===== config.mk =====
export PLATFORM = sky130hd
export DESIGN_NAME = distributed_mutex_message_handler
export DESIGN_NICKNAME = d
export VERILOG_FILES = /design/src/hw/rtl/dmmh_pkg.sv /design/src/hw/rtl/distributed_mutex_message_handler.sv /design/src/hw/rtl/dmmh_queue.sv /design/src/hw/rtl/dmmh_front.sv /design/src/hw/rtl/dmmh_back.sv
export SDC_FILE = /design/constraint.sdc
export NUM_CORES = 1
export LEC_CHECK = 0
export ABC_CLOCK_PERIOD_IN_PS = 3900
export BUFFER_PORTS_ARGS = -buffer_cell sky130_fd_sc_hd__buf_2
export CAP_MARGIN = 10
export CORE_MARGIN = 4
export CORE_UTILIZATION = 60
export CTS_CLUSTER_SIZE = 20
export DETAILED_ROUTE_END_ITERATION = 10
export GPL_TIMING_DRIVEN = 0
export PLACE_DENSITY = 0.91
export SYNTH_ARGS = -nofsm -noshare
export SYNTH_HDL_FRONTEND = slang
export SYNTH_HIERARCHICAL = 1
export SYNTH_SLANG_ARGS = --single-unit
export TNS_END_PERCENT = 20

===== constraint.sdc =====
create_clock -name clk -period 3.9 [get_ports clk]
set_input_delay 0.39 -clock clk [delete_from_list [all_inputs] [get_ports clk]]
set_output_delay 0.39 -clock clk [all_outputs]
set_load 0.005 [all_outputs]

===== src/hw/rtl/dmmh_pkg.sv =====
// Shared types, codes and helpers for the distributed mutex message handler.
// No dependencies; imported by every RTL module of the block.
package dmmh_pkg;

  // Bitmaps never grow past this many nodes.
  localparam int unsigned BITMAP_LIMIT  = 32;
  localparam int unsigned DEF_MAX_NODES = 32;
  localparam int unsigned DEF_SEQ_BITS  = 32;
  localparam int unsigned DEF_QUEUE_DEPTH = 2;

  // Message kinds.
  localparam logic [1:0] OP_REQUEST = 2'd0;
  localparam logic [1:0] OP_REPLY   = 2'd1;

  // Result status codes.
  localparam logic [1:0] ST_OK      = 2'd0;
  localparam logic [1:0] ST_RANGE   = 2'd1;
  localparam logic [1:0] ST_UNKNOWN = 2'd2;

  // Configuration register indexes.
  localparam logic [1:0] REG_OWN_INDEX   = 2'd0;
  localparam logic [1:0] REG_NODE_COUNT  = 2'd1;
  localparam logic [1:0] REG_SERVER_MASK = 2'd2;

  // Classification handed from front to back.
  typedef struct packed {
    logic [1:0] status;    // ST_* decided up front
    logic       is_reply;
    logic       our_prio;  // our pending request wins over theirs
    logic       using_cs;
    logic       waiting;
  } cls_t;

  // One result beat.
  typedef struct packed {
    logic        send_reply;
    logic        send_request;
    logic        all_granted;
    logic [1:0]  status;
    logic [31:0] deferred_map;
    logic [31:0] highest_seq;
  } res_t;

  // Node count limited to the bitmap width in use.
  function automatic logic [6:0] eff_count(input logic [5:0] nc, input int unsigned lim);
    logic [6:0] r;
    if (nc > lim) r = 7'(lim);
    else r = {1'b0, nc};
    return r;
  endfunction

endpackage


===== src/hw/rtl/distributed_mutex_message_handler.sv =====
// Top level of the distributed mutex message handler.
// Depends on dmmh_pkg, dmmh_front, dmmh_back and dmmh_queue.
//
// Message handler for one node of a Roucairol-Carvalho style distributed
// mutex. Each input beat is one lock-protocol message (request or reply)
// plus the node's live using/waiting flags and own sequence number; each
// yields exactly one result beat with the reply/re-request decision, the
// all-granted flag, a status code and the deferred bitmap and highest
// sequence seen after the message. Throughput is one message per clock
// while the result queue is not full: the front end classifies a beat in
// the cycle it is pushed, a 2-entry queue decouples it from the back end,
// which updates the bitmaps and writes a 2-entry result queue. A result
// shows up on the result ports (empty drops) once its message has passed
// the message queue and the back end's push into the result queue. full
// rises only when the back end is held up by a stalled result side. Config
// writes (own_index, node_count, server_mask) are always ready and must
// land only while the block is idle. Node counts above the bitmap width
// are clamped; unknown messages and out-of-range sources return a status
// code and leave state untouched.
module distributed_mutex_message_handler import dmmh_pkg::*; #(
  parameter int unsigned MAX_NODES = DEF_MAX_NODES,
  parameter int unsigned SEQ_BITS  = DEF_SEQ_BITS
) (
  input  logic        clk,
  input  logic        rst,
  // message input queue
  input  logic        push,
  output logic        full,
  input  logic [1:0]  operation,
  input  logic [4:0]  source_node,
  input  logic [31:0] their_seq,
  input  logic        local_using,
  input  logic        local_waiting,
  input  logic [31:0] own_seq,
  // result queue
  output logic        empty,
  input  logic        pop,
  output logic        send_reply,
  output logic        send_request,
  output logic        all_granted,
  output logic [1:0]  status,
  output logic [31:0] deferred_map,
  output logic [31:0] highest_seq,
  // config write channel
  input  logic        cfg_valid,
  output logic        cfg_ready,
  input  logic [1:0]  cfg_index,
  input  logic [31:0] cfg_data
);

  // Bitmaps are as wide as the node limit, capped at 32.
  localparam int unsigned MAP_BITS = (MAX_NODES < BITMAP_LIMIT) ? MAX_NODES : BITMAP_LIMIT;
  localparam int unsigned CLS_W    = $bits(cls_t);
  localparam int unsigned MID_W    = CLS_W + MAP_BITS + SEQ_BITS;
  localparam int unsigned RES_W    = $bits(res_t);

  // config registers
  logic [4:0]  own_index;
  logic [5:0]  node_count;
  logic [31:0] server_mask;

  assign cfg_ready = 1'b1;

  always_ff @(posedge clk) begin
    if (rst) begin
      own_index   <= '0;
      node_count  <= 6'd1;
      server_mask <= '0;
    end else if (cfg_valid && cfg_ready) begin
      unique case (cfg_index)
        REG_OWN_INDEX:   own_index   <= cfg_data[4:0];
        REG_NODE_COUNT:  node_count  <= cfg_data[5:0];
        REG_SERVER_MASK: server_mask <= cfg_data;
        default: ;  // unused index, write dropped
      endcase
    end
  end

  // front -> mid queue
  logic                f_wr, mid_full, mid_empty, mid_pop;
  cls_t                f_cls, b_cls;
  logic [MAP_BITS-1:0] f_src_bit, b_src_bit;
  logic [SEQ_BITS-1:0] f_theirs, b_theirs;
  logic [MID_W-1:0]    mid_rd;

  dmmh_front #(.MAP_BITS(MAP_BITS), .SEQ_BITS(SEQ_BITS)) u_front (
    .push          (push),
    .full          (full),
    .operation     (operation),
    .source_node   (source_node),
    .their_seq     (their_seq),
    .local_using   (local_using),
    .local_waiting (local_waiting),
    .own_seq       (own_seq),
    .own_index     (own_index),
    .node_count    (node_count),
    .q_wr          (f_wr),
    .q_full        (mid_full),
    .q_cls         (f_cls),
    .q_src_bit     (f_src_bit),
    .q_theirs      (f_theirs)
  );

  dmmh_queue #(.WIDTH(MID_W), .DEPTH(DEF_QUEUE_DEPTH)) u_mid_q (
    .clk     (clk),
    .rst     (rst),
    .wr_en   (f_wr),
    .wr_data ({f_cls, f_src_bit, f_theirs}),
    .full    (mid_full),
    .rd_en   (mid_pop),
    .rd_data (mid_rd),
    .empty   (mid_empty)
  );

  assign {b_cls, b_src_bit, b_theirs} = mid_rd;

  // back -> result queue
  logic             res_full, res_push;
  res_t             b_res, o_res;
  logic [RES_W-1:0] res_rd;

  dmmh_back #(.MAP_BITS(MAP_BITS), .SEQ_BITS(SEQ_BITS)) u_back (
    .clk         (clk),
    .rst         (rst),
    .own_index   (own_index),
    .node_count  (node_count),
    .server_mask (server_mask),
    .in_valid    (!mid_empty),
    .in_pop      (mid_pop),
    .in_cls      (b_cls),
    .in_src_bit  (b_src_bit),
    .in_theirs   (b_theirs),
    .out_full    (res_full),
    .out_push    (res_push),
    .out_res     (b_res)
  );

  dmmh_queue #(.WIDTH(RES_W), .DEPTH(DEF_QUEUE_DEPTH)) u_res_q (
    .clk     (clk),
    .rst     (rst),
    .wr_en   (res_push),
    .wr_data (b_res),
    .full    (res_full),
    .rd_en   (pop),
    .rd_data (res_rd),
    .empty   (empty)
  );

  assign o_res        = res_rd;
  assign send_reply   = o_res.send_reply;
  assign send_request = o_res.send_request;
  assign all_granted  = o_res.all_granted;
  assign status       = o_res.status;
  assign deferred_map = o_res.deferred_map;
  assign highest_seq  = o_res.highest_seq;

`ifndef ASSERT_OFF
  // error results carry no protocol action
  a_err_quiet: assert property (@(posedge clk) disable iff (rst)
    (!empty && (status != ST_OK)) |-> (!send_reply && !send_request && !all_granted))
    else $error("error result carries an action");

  // a re-request always rides with a reply
  a_req_with_reply: assert property (@(posedge clk) disable iff (rst)
    (!empty && send_request) |-> send_reply)
    else $error("re-request without reply");

  // highest sequence seen never moves down
  a_hi_monotonic: assert property (@(posedge clk) disable iff (rst)
    !$past(rst) |-> (u_back.highest_seen >= $past(u_back.highest_seen)))
    else $error("highest sequence decreased");
`endif

endmodule


===== src/hw/rtl/dmmh_queue.sv =====
// Small register-based FIFO used between the block's stages.
// Depends on dmmh_pkg for its default depth.
module dmmh_queue import dmmh_pkg::*; #(
  parameter int unsigned WIDTH = 8,
  parameter int unsigned DEPTH = DEF_QUEUE_DEPTH
) (
  input  logic             clk,
  input  logic             rst,
  input  logic             wr_en,
  input  logic [WIDTH-1:0] wr_data,
  output logic             full,
  input  logic             rd_en,
  output logic [WIDTH-1:0] rd_data,
  output logic             empty
);

  localparam int unsigned PTR_W = (DEPTH > 1) ? $clog2(DEPTH) : 1;
  localparam int unsigned CNT_W = $clog2(DEPTH + 1);

  logic [WIDTH-1:0] slots [DEPTH];
  logic [PTR_W-1:0] wr_ptr, rd_ptr;
  logic [CNT_W-1:0] count;
  logic             do_wr, do_rd;

  assign full    = (count == CNT_W'(DEPTH));
  assign empty   = (count == '0);
  assign do_wr   = wr_en && !full;
  assign do_rd   = rd_en && !empty;
  assign rd_data = slots[rd_ptr];

  always_ff @(posedge clk) begin
    if (do_wr) begin
      slots[wr_ptr] <= wr_data;
    end
  end

  always_ff @(posedge clk) begin
    if (rst) begin
      wr_ptr <= '0;
      rd_ptr <= '0;
      count  <= '0;
    end else begin
      if (do_wr) begin
        wr_ptr <= (wr_ptr == PTR_W'(DEPTH - 1)) ? '0 : wr_ptr + 1'b1;
      end
      if (do_rd) begin
        rd_ptr <= (rd_ptr == PTR_W'(DEPTH - 1)) ? '0 : rd_ptr + 1'b1;
      end
      if (do_wr && !do_rd) count <= count + 1'b1;
      else if (do_rd && !do_wr) count <= count - 1'b1;
    end
  end

endmodule


===== src/hw/rtl/dmmh_front.sv =====
// Front end: takes message beats, decodes kind, range-checks the source
// and settles request priority. Depends on dmmh_pkg.
module dmmh_front import dmmh_pkg::*; #(
  parameter int unsigned MAP_BITS = BITMAP_LIMIT,
  parameter int unsigned SEQ_BITS = DEF_SEQ_BITS
) (
  input  logic                push,
  output logic                full,
  input  logic [1:0]          operation,
  input  logic [4:0]          source_node,
  input  logic [31:0]         their_seq,
  input  logic                local_using,
  input  logic                local_waiting,
  input  logic [31:0]         own_seq,
  input  logic [4:0]          own_index,
  input  logic [5:0]          node_count,
  // queue side
  output logic                q_wr,
  input  logic                q_full,
  output cls_t                q_cls,
  output logic [MAP_BITS-1:0] q_src_bit,
  output logic [SEQ_BITS-1:0] q_theirs
);

  logic [6:0]          n_eff;
  logic [SEQ_BITS-1:0] theirs, ours;

  assign full     = q_full;
  assign q_wr     = push;
  assign n_eff    = eff_count(node_count, MAP_BITS);
  assign theirs   = SEQ_BITS'(their_seq);
  assign ours     = SEQ_BITS'(own_seq);
  assign q_theirs = theirs;

  always_comb begin
    q_cls.is_reply = (operation == OP_REPLY);
    q_cls.using_cs = local_using;
    q_cls.waiting  = local_waiting;
    q_cls.our_prio = (theirs > ours) || ((theirs == ours) && (source_node > own_index));
    // unknown kind wins over a bad source
    if (operation != OP_REQUEST && operation != OP_REPLY) q_cls.status = ST_UNKNOWN;
    else if ({2'b00, source_node} >= n_eff) q_cls.status = ST_RANGE;
    else q_cls.status = ST_OK;
  end

  always_comb begin
    for (int i = 0; i < MAP_BITS; i++) begin
      q_src_bit[i] = (source_node == i);
    end
  end

endmodule


===== src/hw/rtl/dmmh_back.sv =====
// Back end: applies classified messages to the grant/defer bitmaps and
// highest sequence, and forms result beats. Depends on dmmh_pkg.
module dmmh_back import dmmh_pkg::*; #(
  parameter int unsigned MAP_BITS = BITMAP_LIMIT,
  parameter int unsigned SEQ_BITS = DEF_SEQ_BITS
) (
  input  logic                clk,
  input  logic                rst,
  input  logic [4:0]          own_index,
  input  logic [5:0]          node_count,
  input  logic [31:0]         server_mask,
  input  logic                in_valid,
  output logic                in_pop,
  input  cls_t                in_cls,
  input  logic [MAP_BITS-1:0] in_src_bit,
  input  logic [SEQ_BITS-1:0] in_theirs,
  input  logic                out_full,
  output logic                out_push,
  output res_t                out_res
);

  logic [SEQ_BITS-1:0] highest_seen, highest_seen_next;
  logic [MAP_BITS-1:0] granted_map, granted_map_next;
  logic [MAP_BITS-1:0] deferred_bits, deferred_bits_next;
  logic [MAP_BITS-1:0] dont_care;   // self, servers and nodes past the count
  logic [6:0]          n_eff;
  logic                had_grant, reply_plain, reply_again, defer;
  logic                send_reply, send_request, all_granted;

  assign in_pop   = in_valid && !out_full;
  assign out_push = in_pop;
  assign n_eff    = eff_count(node_count, MAP_BITS);

  always_comb begin
    for (int i = 0; i < MAP_BITS; i++) begin
      dont_care[i] = (own_index == i) || server_mask[i] || (i >= n_eff);
    end
  end

  always_comb begin
    highest_seen_next  = highest_seen;
    granted_map_next   = granted_map;
    deferred_bits_next = deferred_bits;
    send_reply   = 1'b0;
    send_request = 1'b0;
    all_granted  = 1'b0;
    had_grant    = |(granted_map & in_src_bit);
    defer        = in_cls.using_cs || (in_cls.waiting && in_cls.our_prio);
    reply_plain  = !(in_cls.using_cs || in_cls.waiting) ||
                   (in_cls.waiting && !had_grant && !in_cls.our_prio);
    reply_again  = in_cls.waiting && had_grant && !in_cls.our_prio;
    if (in_cls.status == ST_OK) begin
      if (!in_cls.is_reply) begin
        if (in_theirs > highest_seen) highest_seen_next = in_theirs;
        if (defer) deferred_bits_next = deferred_bits | in_src_bit;
        if (reply_plain || reply_again) begin
          granted_map_next = granted_map & ~in_src_bit;
          send_reply       = 1'b1;
        end
        send_request = reply_again;
      end else begin
        granted_map_next = granted_map | in_src_bit;
        all_granted      = in_cls.waiting && (&(granted_map_next | dont_care));
      end
    end
  end

  always_comb begin
    out_res.send_reply   = send_reply;
    out_res.send_request = send_request;
    out_res.all_granted  = all_granted;
    out_res.status       = in_cls.status;
    out_res.deferred_map = 32'(deferred_bits_next);
    out_res.highest_seq  = 32'(highest_seen_next);
  end

  always_ff @(posedge clk) begin
    if (rst) begin
      highest_seen  <= '0;
      granted_map   <= '0;
      deferred_bits <= '0;
    end else if (in_pop) begin
      highest_seen  <= highest_seen_next;
      granted_map   <= granted_map_next;
      deferred_bits <= deferred_bits_next;
    end
  end

endmodule

==> results_dict.tcl, run 1 <==
set metrics [dict create \
    overflow 0 \
    cts_max_path_buffers 3 \
    hold_path_class "primary input to flip-flop" \
    coreArea_um2 33450 \
    io_buffers 179 \
    cts_hold_buf 0 \
    final_hold_viol_count 0 \
    grt_pass1_vias 14740 \
    slowest_stage "or4b_1" \
    pin_count 184 \
    ys.flop_type "edfxtp_1" \
    via_count 14610 \
    wirelength_um 54300 \
    yosys-top-cells-area "edfxtp_1 (41%), dfxtp_1 (15%), mux2_2 (7.2%)" \
    cp_common_cell "a21oi_1" \
    setup_viol 0 \
    peakVddDrop_mv 0.4275 \
    die_h_um 191.9 \
    end_kind "flip-flop" \
    synth-edff-count 278 \
    ys_ff_latch 427 \
    critPathArrivalTime_ns 4.07 \
    nets 2150 \
    cts_tree "built" \
    cp_slowest_stage_delay_ns 0.53 \
    cap_violations 0 \
    netlist_instances 1735 \
    cp_top_family "multiplexers" \
    cp-start-kind "flip-flop" \
    clock-sinks 427 \
    syn_area_um2 20290 \
    grt_max_degree 71 \
    hpwl_um 38100 \
    ant_nets 0 \
    critPathBufInv 3 \
    met3_length_um 4893 \
    worstMarginPinSlew_ns 1.006 \
    syn_nets 1923 \
    p_leak_nw 9.041 \
    slew_viol_final 0 \
    rsz0062_at_grt "no" \
    fin_skew_ns 0.02007 \
    drcViolationCount 0 \
    yosys.cell_types.count 72 \
    cp_cell_sequence "buf_2 -> clkbuf_4 -> mux2_2 -> ha_1 -> a21oi_1 -> nand2_1 -> a21oi_1 -> or4b_1 -> o311ai_1 -> a21oi_2 -> buf_4 -> mux2_1" \
    highest-signal-layer "met5" \
    fin_crit_sh_pct 97.38 \
    grtUsageTotal_pct 29.04 \
    yosys_warnings 6 \
    die_w_um 191.9 \
    clock_latency_ns 0.56 \
    wl_met2_um 25620 \
    h-tree-depth 2 \
    dp.cells 2364 \
    critPathMaxFanout 10 \
    synth_largest_area_cell "edfxtp_1" \
    path_clk_slew_ns 0.06 \
    drive_gt1_share_pct 24.64 \
    fin_crit_ns 3.798 \
    power_density_nw_per_um2 651.4 \
    drt_iter0_drc 1469 \
    criticalPathCategory "flip-flop to flip-flop" \
    antenna_cells 0 \
    antenna_found_initial 2 \
    synth_top_area_share_pct 41.14 \
    syn_avg_cell_area_um2 11.70 \
    fmax_mhz 263.3 \
    seq_area_frac_synth_pct 55.84 \
    initial_utilization_pct 60.67 \
    drt-wirelength-per-cell_um 22.21 \
    timing.hold.ws_ns 0.03446 \
    finalPower_mw 15.20 \
    synth.most_common_cell "edfxtp_1" \
    place_congestion 0.9790 \
    nFillCells 2249 \
    clockRootBuffer "clkbuf_16" \
    outcome "finished clean" \
    rows 67 \
    cp.required_ns 4.18 \
    slew_headroom_pct 32.92 \
    via_per_inst 5.974 \
    die_area_um2 36830 \
    grt_pass1_wl_um 82390 \
    drt_first_pass_iters 6 \
    ys_async_sr_fraction_pct 0 \
    wl_met1_um 21550 \
    syn_to_final_growth_pct 15.00 \
    synthTopCellsByCount "edfxtp_1 (278), dfxtp_1 (149), nand2b_1 (146)" \
    cts_buffers 43 \
    instances_no_fill 2445 \
]
==> power by group <==
group / total (mW) / switching, mW / internal, mW
registers: 6.13 / 0.284 / 5.84
clock network: 4.29 / 1.71 / 2.58
logic: 4.78 / 2.85 / 1.94
==> worst reg2reg max path: cells and delay by family, from the launching register on <==
kind / cells / cell delay (ns)
mux: 2 / 0.79
fa+ha+maj: 1 / 0.35
flops: 1 / 0.31
compound gates: 4 / 0.76
buf+inv: 3 / 0.72
simple gates: 2 / 0.60
==> cells by family after synthesis <==
family	synth area share (%)
flip-flops	55.84
other	0.01848
adder cells (fa/ha/maj)	4.686
AND/OR/NAND/NOR	13.81
XOR/XNOR	0.2590
multiplexers	13.50
AO/OA/AOI/OAI	6.308
buffers and inverters	5.580
==> layout make-up <==
type                            count  area [um2]  share of cell area [%]
Buffer                            123       714.4                   3.062
Clock buffer                       60        1250                   5.357
Tap cell                          448       560.5                   2.402
Timing Repair Buffer              182       958.4                   4.107
Multi-Input combinational cell   1073        7853                   33.65
Sequential cell                   427       11330                   48.56
Clock inverter                     20       242.7                   1.040
Inverter                          112       425.4                   1.823
==> state kept, by name, summed over array words and instances (netlist names), named ones only <==
name	cells
u_res_q/count	2
u_mid_q/wr_ptr	1
u_mid_q/slots	140
own_index	5
node_count	6
server_mask	32
u_mid_q/count	2
u_res_q/slots	138
u_back/highest_seen	32
u_back/deferred_bits	32
u_res_q/rd_ptr	1
u_mid_q/rd_ptr	1
u_res_q/wr_ptr	1
==> stage by stage <==
stage | area (um2) | setup TNS [ns] | worst slack, ns | util (%)
3_5_place_dp | 21810 | -13.28 | -0.2495 | 65.22
6_report | 23330 | 0 | 0.1023 | 69.76
5_1_grt | 23330 | 0 | 0.05117 | 69.76
4_1_cts | 23320 | 0 | 0.06904 | 69.71
3_3_place_gp | 21750 | -136.55 | -1.016 | 65.02
2_1_floorplan | 20290 | 0 | 0.3769 | -
==> cells in the final DEF, fill, tap and decap left out, types with 11 or more instances in the layout <==
master,instances
a21oi_1,114
buf_2,198
buf_4,47
clkbuf_1,50
clkbuf_16,45
dfxtp_1,149
edfxtp_1,278
ha_1,76
inv_1,109
mux2_1,32
mux2_2,129
mux2_4,11
mux2i_1,76
nand2_1,95
nand2b_1,146
nand3_1,48
nand4_1,20
nor2_1,98
nor3_1,52
nor4_1,14
o21ai_0,26
==> repair_timing <==
action | CTS | global route
endpoints found under the hold margin | 0 | 0
setup endpoints to repair | 60 | 60
pin swaps | 0 | 1
gates resized for setup | 2 | 2
setup buffers | 0 | 1
==> final timing paths <==
| path | from | endpoint | slack (ns) | cells after the start |
|---|---|---|---|---|
| worst max-delay path | flip-flop | u_res_q/slots[0][1]$_DFFE_PP_ | 0.10 | 12 |
| worst min-delay path | local_using | u_mid_q/slots[1][65]$_DFFE_PP_ | 0.03 | 1 |
| worst max register to register | flip-flop | u_res_q/slots[0][1]$_DFFE_PP_ | 0.10 | 12 |
| worst min register to register | flip-flop | flip-flop | 0.49 | 2 |
==> routing by layer <==
metal / vias up / GRT usage [%]
met5: - / 0
met4: 2 / 11.13
met3: 148 / 5.380
met2: 806 / 47.55
met1: 7022 / 38.71
li1: 6628 / -
No activity file was read; power rests on OpenSTA's default activity.
==> run 2, diff against run 1 <==
CORE_UTILIZATION = 39   (was 60)
PLACE_DENSITY = 0.67   (was 0.91)
RECOVER_POWER = 50   (was default)
==> run 2 against run 1 <==
  * The run now ends with capacitance limit, slew limit left
  * Critical path type unchanged
  * Highest routed layer is now met4
  * Critical path depth is 2 lower
  * Flip-flop and latch count stayed put
  * Cell count is 9.9% higher
==> results_dict.tcl, run 2 (synthesis results as in run 1) <==
set metrics [dict create \
    initial_utilization_pct 39.47 \
    finalInstanceArea_um2 23530 \
    antenna_found_initial 0 \
    io_buffers 179 \
    die_area_um2 55740 \
    drcViolationCount 0 \
    fin_skew_ns 0.02165 \
    path_clk_slew_ns 0.06 \
    grt_pass1_vias 14020 \
    layout_commonest_cell "edfxtp_1" \
    die_h_um 236.1 \
    wl_met1_um 24000 \
    slew_viol_final 26 \
    grt_max_degree 48 \
    outcome "finished, violations left" \
    final_hold_viol_count 0 \
    fmax_mhz 267.6 \
    setup_viol 0 \
    cap_violations 1 \
    slowest_stage "mux2_2" \
    cts_max_path_buffers 3 \
    hpwl_um 40860 \
    failed_checks "capacitance limit, slew limit" \
    peakVddDrop_mv 0.3159 \
    syn_to_final_growth_pct 15.97 \
    timing.hold.ws_ns 0.07351 \
    grtUsageTotal_pct 18.81 \
    fin_crit_sh_pct 95.82 \
    h-tree-depth 2 \
    p_leak_nw 8.822 \
    highest-signal-layer "met4" \
    grt_pass1_wl_um 82030 \
    coreArea_um2 51410 \
    cts_tree "built" \
    cp.required_ns 4.21 \
    clock_latency_ns 0.58 \
    hold_path_class "primary input to flip-flop" \
    cp_common_cell "buf_2" \
    clock-sinks 427 \
    cp_slowest_stage_delay_ns 0.42 \
    place_congestion 0.8923 \
    rows 83 \
    largest_register_ffs 140 \
    cts_buffers 45 \
    die_w_um 236.1 \
    cp_cell_sequence "buf_2 -> buf_2 -> mux2_2 -> ha_1 -> nand4_1 -> nor4_4 -> o311ai_1 -> a21oi_2 -> buf_4 -> mux2_1" \
    drt_iter0_drc 945 \
    via_count 14100 \
    cp-start-kind "flip-flop" \
    met3_length_um 3294 \
    critPathArrivalTime_ns 4.05 \
    fin_crit_ns 3.737 \
    reg_top3 "u_mid_q/slots (140), u_res_q/slots (138)" \
    wl_met2_um 25420 \
    ant_nets 0 \
    drt_first_pass_iters 6 \
    via_per_inst 5.249 \
    end_kind "flip-flop" \
    drt-wirelength-per-cell_um 20.18 \
    criticalPathCategory "flip-flop to flip-flop" \
    overflow 0 \
    critPathMaxFanout 10 \
    largest_register "u_mid_q/slots" \
    finalPower_mw 15.04 \
    power_density_nw_per_um2 639.2 \
    pin_count 184 \
    slew_headroom_pct -22.21 \
    drive_gt1_share_pct 20.39 \
    mostFrequentLayoutCells "edfxtp_1 (278), dfxtp_1 (149), nand2b_1 (146)" \
    placed_cell_area_um2 22160 \
    nets 2157 \
    wirelength_um 54220 \
    worstMarginPinSlew_ns 1.832 \
    clockRootBuffer "clkbuf_16" \
]
-- run 2: cell count changes in the layout (fill, tap and decap cells not counted), moves of 3 or more --
cell	change
buf_2	-58
buf_4	-35
buf_6	-3
clkbuf_1	+62
clkbuf_4	+29
clkinvlp_4	+4
inv_6	+4
mux2_1	+25
mux2_2	-16
mux2_4	-9
-- run 2: layout make-up --
cell class | count | area, um2
tap | 680 | 850.8
inverter | 112 | 424.2
timing repair buffer | 187 | 934.6
clock buffer | 53 | 1216
sequential | 427 | 11330
fill | 4763 | 27870
multi-input combinational | 1073 | 7814
buffer | 123 | 660.6
antenna | 1 | 2.502
clock inverter | 31 | 299.0
-- run 2: final timing paths --
| check | cells after the start | endpoint | slack, ns | from |
|---|---|---|---|---|
| max | 10 | u_res_q/slots[1][8]$_DFFE_PP_ | 0.16 | flip-flop |
| min | 3 | server_mask[16]$_SDFFE_PP0P_ | 0.07 | cfg_data[16] |
| max reg2reg | 10 | u_res_q/slots[1][8]$_DFFE_PP_ | 0.16 | flip-flop |
| min reg2reg | 2 | u_back/highest_seen[15]$_SDFFE_PP0P_ | 0.49 | u_back/highest_seen[15]$_SDFFE_PP0P_ |
-- run 2: critical path: cells and delay by family (launching register included) --
kind	cells	cell delay (ns)
DFF	1	0.30
and+or+nand+nor	2	0.66
muxes	2	0.82
AOI/OAI and AO/OA	2	0.50
adders and majority gates	1	0.32
buffers and inverters	3	0.87
-- run 2: through the flow --
| step | setup TNS, ns | util [%] | cells | worst slack (ns) |
|---|---|---|---|---|
| floorplan | 0 | - | 1735 | 0.3769 |
| global placement | -162.72 | 42.87 | 2594 | -1.238 |
| detailed placement | -9.902 | 43.11 | 2598 | -0.2095 |
| CTS | 0 | 46.11 | 2684 | 0.09938 |
| global route | -0.002034 | 45.77 | 2686 | -0.001072 |
| finish | 0 | 45.78 | 2687 | 0.1629 |
-- run 2: where the power goes --
part	internal (mW)	switching, mW	total [mW]
Clock	2.52	1.80	4.32
Sequential	5.84	0.246	6.08
Combinational	1.82	2.82	4.64
-- run 2: what timing repair did --
item,CTS,global route
pin swaps,0,1
gates resized for setup,2,3
hold buffers,2,0
endpoints found under the hold margin,4,0
setup buffers,0,2
cloned,0,0
setup endpoints to repair,60,60
-- run 2: layer usage --
layer  vias up  track usage [%]
met2       465            30.71
met1      6891            25.83
li1       6660                -
met3        87            2.958
met4         0            6.033
met5         -                0
==> run 3, diff against run 2 <==
REMOVE_ABC_BUFFERS = 1   (was default)
==> run 3 against run 2 <==
  * The run still ends with capacitance limit, slew limit left
  * Critical endpoint is now u_res_q/slots[0][24]$_DFFE_PP_
  * Register-to-register slack gained 0.03 ns
  * Sequential share of layout area grew 0.50 points
  * First-iteration DRC count grew 6.6%
  * Via count shrank 4.3%
  * Setup slack gained 0.031 ns
  * Clock power grew 5%
==> results_dict.tcl, run 3 (synthesis results as in run 1) <==
set metrics [dict create \
    finalPower_mw 15.14 \
    p_leak_nw 8.606 \
    grt_pass1_wl_um 78170 \
    pin_count 184 \
    rows 83 \
    via_count 13500 \
    peakVddDrop_mv 0.2928 \
    cp.required_ns 4.21 \
    clockRootBuffer "clkbuf_16" \
    clock_latency_ns 0.57 \
    mostFrequentLayoutCells "edfxtp_1 (278), dfxtp_1 (148), nand2b_1 (146)" \
    antenna_found_initial 4 \
    overflow 0 \
    largest_register "u_mid_q/slots" \
    die_h_um 236.1 \
    cp_slowest_stage_delay_ns 0.50 \
    critPathArrivalTime_ns 4.01 \
    syn_to_final_growth_pct 14.80 \
    nets 2058 \
    via_per_inst 5.211 \
    io_buffers 182 \
    reg_top3 "u_mid_q/slots (140), u_res_q/slots (138)" \
    h-tree-depth 2 \
    largest_register_ffs 140 \
    rsz0062_at_grt "no" \
    critPathMaxFanout 34 \
    setup_ws_ns 0.1936 \
    fmax_mhz 269.8 \
    grt_pass1_vias 13920 \
    setup_viol 0 \
    slew_viol_final 112 \
    slowest_stage "dfxtp_4" \
    layout_commonest_cell "edfxtp_1" \
    die_w_um 236.1 \
    cts_buffers 47 \
    drt_iter0_drc 1007 \
    end_kind "flip-flop" \
    slew_headroom_pct -84.81 \
    criticalPathCategory "flip-flop to flip-flop" \
    cp_cell_sequence "buf_12 -> mux2_2 -> ha_1 -> nand4_1 -> or2_1 -> a21oi_1 -> or4b_1 -> o311ai_1 -> a21oi_4 -> buf_16 -> mux2_1" \
    grtUsageTotal_pct 17.70 \
    grt_max_degree 125 \
    initial_utilization_pct 39.47 \
    place_congestion 0.8537 \
    outcome "finished, violations left" \
    drt_first_pass_iters 5 \
    final_hold_viol_count 0 \
    fin_skew_ns 0.01770 \
    cp_top_family "multiplexers" \
    clock-sinks 427 \
    die_area_um2 55740 \
    path_clk_slew_ns 0.06 \
    hold_path_class "primary input to flip-flop" \
    cp-start-kind "flip-flop" \
    ant_nets 0 \
    drive_gt1_share_pct 19.07 \
    cts_tree "built" \
    hpwl_um 34430 \
    failed_checks "capacitance limit, slew limit" \
    fin_crit_sh_pct 95.04 \
    wirelength_um 50660 \
    cap_violations 3 \
    critPathBufInv 2 \
    coreArea_um2 51410 \
    cts_max_path_buffers 3 \
    dp_worst_setup_slack_ns -0.6239 \
    drt-wirelength-per-cell_um 19.56 \
    worstMarginPinSlew_ns 2.772 \
    power_density_nw_per_um2 649.9 \
    fin_crit_ns 3.706 \
    drcViolationCount 0 \
]
[run 3: timing repair]
item                                   CTS  global route
endpoints found under the hold margin   22             0
hold buffers                            11             0
gates resized for setup                  1             0
pin swaps                                2             0
setup endpoints to repair               95            60
buffers inserted                         3             1
[run 3: final cells by class]
cell class	instances	area [um2]
diodes	1	2.502
clock buffers	53	1239
clock inverters	35	344.1
fillers	4764	28110
inverters	112	424.2
multi-input cells	1073	7823
flip-flops and latches	427	11330
well taps	680	850.8
repair buffers	209	1279
[run 3: worst reg2reg max path: stages, from the launching register on]
cell and delay, ns:
dfxtp_4 0.50, buf_12 0.28, mux2_2 0.40, ha_1 0.33, nand4_1 0.23, or2_1 0.34
a21oi_1 0.20, or4b_1 0.17, o311ai_1 0.14, a21oi_4 0.26, buf_16 0.21, mux2_1 0.40
[run 3: where the power goes]
| part | leakage (nW) | internal (mW) | switching [mW] |
|---|---|---|---|
| registers | 3.85 | 5.84 | 0.305 |
| logic | 3.99 | 1.85 | 2.62 |
| clock network | 0.774 | 2.69 | 1.83 |
[run 3: metal layers]
metal / wire [um] / track usage [%] / vias up
li1: - / - / 6455
met1: 21810 / 22.79 / 6608
met2: 24660 / 30.30 / 332
met3: 2614 / 3.461 / 93
met4: 1511 / 5.375 / 8
met5: 62 / 0 / -
[run 3: worst paths after layout]
kind | startpoint | endpoint | slack (ns) | cells past startpoint
setup / recovery | flip-flop | u_res_q/slots[0][24]$_DFFE_PP_ | 0.19 | 11
hold / removal | cfg_data[23] | server_mask[23]$_SDFFE_PP0P_ | 0.08 | 3
setup reg to reg | flip-flop | u_res_q/slots[0][24]$_DFFE_PP_ | 0.19 | 11
hold reg to reg | server_mask[11]$_SDFFE_PP0P_ | server_mask[11]$_SDFFE_PP0P_ | 0.47 | 2
[run 3: per-stage QoR]
step / instances / cell area (um2) / utilization, % / TNS (ns) / hold WS, ns
global route: 2589 / 23290 / 45.31 / 0 / 0.06357
CTS: 2588 / 23460 / 45.64 / 0 / 0.001113
floorplan: 1612 / 19580 / - / -239.51 / 0.4380
global placement: 2474 / 21340 / 41.52 / -1177.13 / 0.4558
finish: 2590 / 23300 / 45.32 / 0 / 0.08076
detailed placement: 2486 / 21700 / 42.21 / -37.45 / 0.4619
